**src/hdl/wsh_pkg.sv**
```systemverilog
`timescale 1ns / 1ps
// ----------------------------------------------------------------------------
// wsh_pkg: shared types and constants
// Item structs, state encoding and controller/datapath command and status.
// ----------------------------------------------------------------------------
package wsh_pkg;

  localparam int unsigned Bins       = 1000;
  localparam int unsigned CountWidth = 48;
  localparam int unsigned NumCats    = 5;
  localparam int unsigned RowLen     = Bins + 1;
  localparam int unsigned Depth      = NumCats * RowLen;
  localparam int unsigned AddrW      = $clog2(Depth);
  localparam int unsigned DistW      = 24;
  localparam int unsigned QuoW       = 10;

  localparam logic [1:0] KindAcc      = 2'd0;
  localparam logic [1:0] KindRead     = 2'd1;
  localparam logic [1:0] KindReadClr  = 2'd2;
  localparam logic [1:0] KindSpare    = 2'd3;

  localparam logic [2:0] CatGenM  = 3'd0;
  localparam logic [2:0] CatGenF  = 3'd1;
  localparam logic [2:0] CatImpM  = 3'd2;
  localparam logic [2:0] CatImpF  = 3'd3;
  localparam logic [2:0] CatCross = 3'd4;

  localparam logic [DistW-1:0] MaxDistReset = 24'd655360;

  typedef struct packed {
    logic [1:0]  kind;
    logic [23:0] distance;
    logic        same_identity;
    logic        row_is_male;
    logic        col_is_male;
    logic [11:0] row_weight;
    logic [11:0] col_weight;
    logic [2:0]  read_category;
    logic [9:0]  read_bin;
  } in_item_t;

  typedef struct packed {
    logic [2:0]  category;
    logic [9:0]  bin;
    logic [47:0] bin_count;
    logic        saturated;
  } out_item_t;

  typedef enum logic [3:0] {
    StClear, StIdle, StDivide, StAddr, StRead, StData, StWrite, StDone
  } state_e;

  typedef struct packed {
    logic clr_step;
    logic load;
    logic div_step;
    logic make_addr;
    logic mem_read;
    logic update;
    logic mem_write;
    logic emit;
  } cmd_t;

  typedef struct packed {
    logic clr_done;
    logic div_done;
    logic is_acc;
  } sts_t;

endpackage

```
**src/hdl/wsh_ctrl.sv**
```systemverilog
`timescale 1ns / 1ps
// ----------------------------------------------------------------------------
// wsh_ctrl: sequencing controller
// Clears the store after reset, then steps each item through the datapath.
// ----------------------------------------------------------------------------
module wsh_ctrl (
  input  logic          clk_i,
  input  logic          rst_ni,
  input  logic          start_i,
  input  wsh_pkg::sts_t sts_i,
  output wsh_pkg::cmd_t cmd_o,
  output logic          busy_o,
  output logic          done_o
);
  import wsh_pkg::*;

  state_e state_q, state_d;

  always_ff @(posedge clk_i or negedge rst_ni) begin
    if (!rst_ni) state_q <= StClear;
    else         state_q <= state_d;
  end

  always_comb begin
    state_d = state_q;
    unique case (state_q)
      StClear:  if (sts_i.clr_done) state_d = StIdle;
      StIdle:   if (start_i) state_d = StDivide;
      StDivide: if (!sts_i.is_acc || sts_i.div_done) state_d = StAddr;
      StAddr:   state_d = StRead;
      StRead:   state_d = StData;
      StData:   state_d = StWrite;
      StWrite:  state_d = StDone;
      StDone:   state_d = StIdle;
      default:  state_d = StIdle;
    endcase
  end

  always_comb begin
    cmd_o  = '0;
    busy_o = 1'b1;
    done_o = 1'b0;
    unique case (state_q)
      StClear:  cmd_o.clr_step = 1'b1;
      StIdle: begin
        busy_o     = 1'b0;
        cmd_o.load = start_i;
      end
      StDivide: cmd_o.div_step = sts_i.is_acc && !sts_i.div_done;
      StAddr:   cmd_o.make_addr = 1'b1;
      StRead:   cmd_o.mem_read = 1'b1;
      StData:   cmd_o.update = 1'b1;
      StWrite:  cmd_o.mem_write = 1'b1;
      StDone:   done_o = 1'b1;
      default:  busy_o = 1'b1;
    endcase
  end

endmodule
```
**config.mk**
```make
export PLATFORM = sky130hd
export DESIGN_NAME = wsh_ctrl
export DESIGN_NICKNAME = d
export VERILOG_FILES = /design/src/hdl/wsh_pkg.sv /design/src/hdl/wsh_ctrl.sv
export SDC_FILE = /design/constraint.sdc
export NUM_CORES = 1
export LEC_CHECK = 0
export BUFFER_PORTS_ARGS = -buffer_cell sky130_fd_sc_hd__buf_2
export CAP_MARGIN = 0
export CORE_AREA = 2 2 39 41
export DETAILED_ROUTE_END_ITERATION = 10
export DIE_AREA = 0 0 41 43
export GPL_TIMING_DRIVEN = 0
export PLACE_DENSITY = 0.43
export SLEW_MARGIN = 5
export SYNTH_ARGS = -nofsm -noshare
export SYNTH_HDL_FRONTEND = slang
export SYNTH_SLANG_ARGS = --single-unit
```
**constraint.sdc**
```tcl
create_clock -name clk_i -period 1.4 [get_ports clk_i]
set_input_delay 0.14 -clock clk_i [delete_from_list [all_inputs] [get_ports clk_i]]
set_output_delay 0.14 -clock clk_i [all_outputs]
set_load 0.01 [all_outputs]
```
==> run metrics <==
status completed; first-pass GRT wire length between 1 and 1.5 mm; Final Setup Violations 0; Highest Clock Rate 0.7462 GHz; initial core utilization 15.55%; crit path DAT 1200 ps; Filler Cells Inserted 162; Startpoint Class flip-flop; Hold Fails Final Rpt 0; Placeable Area around 1400 sq um; clock-pin slew on the worst setup and hold paths approximately 30 ps; Yosys top cell area share 34.88%; Core Util, Final 27.49%; CTS Sinks 3; CTS tree built; Worst Path Class, Setup flip-flop to output port; Die Ht 43 um; Ys Warns 0; Seq/Total Area, Yosys about a third; Die X-Extent 41 um; Largest regs state_q (3); Post-Syn Instances 25; number of buffers on the longest clock path 2; worst skew pair latency approximately 230 ps; Peak VDD IR ~0.00058 V; share of cells above drive strength 1 59.57%; crit-path max FO 5; Root Buffer clkbuf_4; port bufs 14; DRT Pass-1 Iters 3; Avg Cell Area, Syn 8.608 sq um; vias in the first global route 239; WL final 588 um; max FFs per register 3; Vias/cell 3.762; largest cells by area after synthesis dfrtp_1, nor4b_4, nand2_1, nor2_1, nor3_1; max_cap viols 0; Power Total 0.0008418 W; initial antenna violation count 0; largest net degree at the start of global routing 9; Leak Pwr 0.2077 nW; vias post-DR ~240; Overflow after GRT 0; Synth cell types 18; #FFs+latches synth 3; RSZ-0062 raised after global routing true; worst setup margin 59.85 ps; Die ar. 1763 sq um; deepest level of the CTS H-tree 1; # rows 14; Area Overhead vs Synth 76.74%; Nets 54; mapped cell area 215.2 sq um; Biggest register state_q; Routability Congestion a little over 0.7; Routed Antenna Nets 0; worst slack at placement 148.2 ps; CP required 1260 ps; DR DRC count 0; TritonCTS Buffers 3; WHS 190.9 ps; Worst Clk Skew 0.1135 ps; Crit. End Element output port; diodes inserted 0; DP Wirelength 429.8 um; syn_nets 31; post-synth top area cell dfrtp_1; GR Util All Layers 8.643%; initial drt markers 5; final slew viol count 0; area of the multi-input gates 131.4 sq um; per-cell routed wire length 9.333 um; Hold/Removal Path Class input port to flip-flop; register area 77.57 sq um; Tmin final around 1300 ps; pwr dens 2213 nW/um^2; # IOs 16; fin crit share 95.73%
[worst paths after layout]
path	from	end	slack, ps	depth (start not counted)
min in group asynchronous	rst_ni	state_q[2]$_DFFE_PN0P_	240	2
worst min-delay path	start_i	state_q[1]$_DFFE_PN0P_	190	3
max in group asynchronous	rst_ni	state_q[1]$_DFFE_PN0P_	1040	2
worst max-delay path	state_q[0]$_DFFE_PN0P_	cmd_o[5]	60	3
worst min register to register	state_q[2]$_DFFE_PN0P_	state_q[2]$_DFFE_PN0P_	620	2
worst max register to register	state_q[0]$_DFFE_PN0P_	state_q[0]$_DFFE_PN0P_	100	4
[timing repair]
item                                    4_1_cts  5_1_grt
resized for setup                             1        6
pin swaps                                     1        3
endpoints found under the hold margin         3        0
hold buffers                                  1        0
endpoints found under the setup margin        1        4
setup buffers                                 2        1
[metal layers]
metal / GRT usage (%) / part of all wire (%)
met5: 0 / 0
met4: 2.000 / 0
met3: 4.712 / 10
met2: 10.31 / 36
met1: 13.23 / 54
[worst max-delay path, cell delays in order, from the launching register on]
cell      delay (ps)
dfrtp_2          430
nand2b_4         160
nor4b_4          210
buf_2            170
[report_power, final]
group / switching (W) / internal (W)
Combinational: 0.000249 / 0.000246
Clock: 0.0000401 / 0.000107
Sequential: 0.0000604 / 0.000140
[through the flow]
| step | instances | TNS [ps] | cell area [sq um] |
|---|---|---|---|
| after floorplan | 25 | 0 | 215.2 |
| after global placement | 55 | 0 | 305.3 |
| after detailed placement | 55 | 0 | 305.3 |
| after CTS | 62 | 0 | 361.6 |
| after global routing | 63 | -4.217 | 380.4 |
| final | 63 | 0 | 380.4 |
[logic make-up (layout without fill, tap and decap cells)]
logic type | count (synthesis) | in the layout | share of synthesized area, %
AND/OR/NAND/NOR | 15 | 15 | 45.94
XOR/XNOR | 1 | 1 | 4.071
flip-flops | 3 | 3 | 34.88
other | 1 | 1 | 1.743
AO/OA/AOI/OAI | 2 | 2 | 5.813
buffers and inverters | 3 | 25 | 7.556
[cell type report]
class,count,share of cell area [%]
Buffer,2,3.947
Clock buffer,4,6.908
Inverter,1,0.9868
Multi-Input combinational cell,19,34.54
Sequential cell,3,20.39
Tap cell,16,5.263
Timing Repair Buffer,18,27.96
[Yosys cell counts]
cell type  number
dfrtp_1         3
nand2_1         3
nor2_1          3
nor3_1          2
a21o_1          1
and2_1          1
and3_1          1
and3b_1         1
buf_2           1
buf_4           1
conb_1          1
inv_2           1
nand2b_2        1
nor2b_1         1
nor4b_4         1
o21ai_0         1
or3_1           1
xnor2_1         1
[cells in the final DEF (no fill, tap or decap), types with 2 or more instances in the layout]
cell type / n
nand2_1: 3
nor3_1: 2
clkbuf_4: 3
nor2_1: 3
buf_4: 4
buf_2: 14
dfrtp_2: 2
No activity file was read; power rests on OpenSTA's default activity.
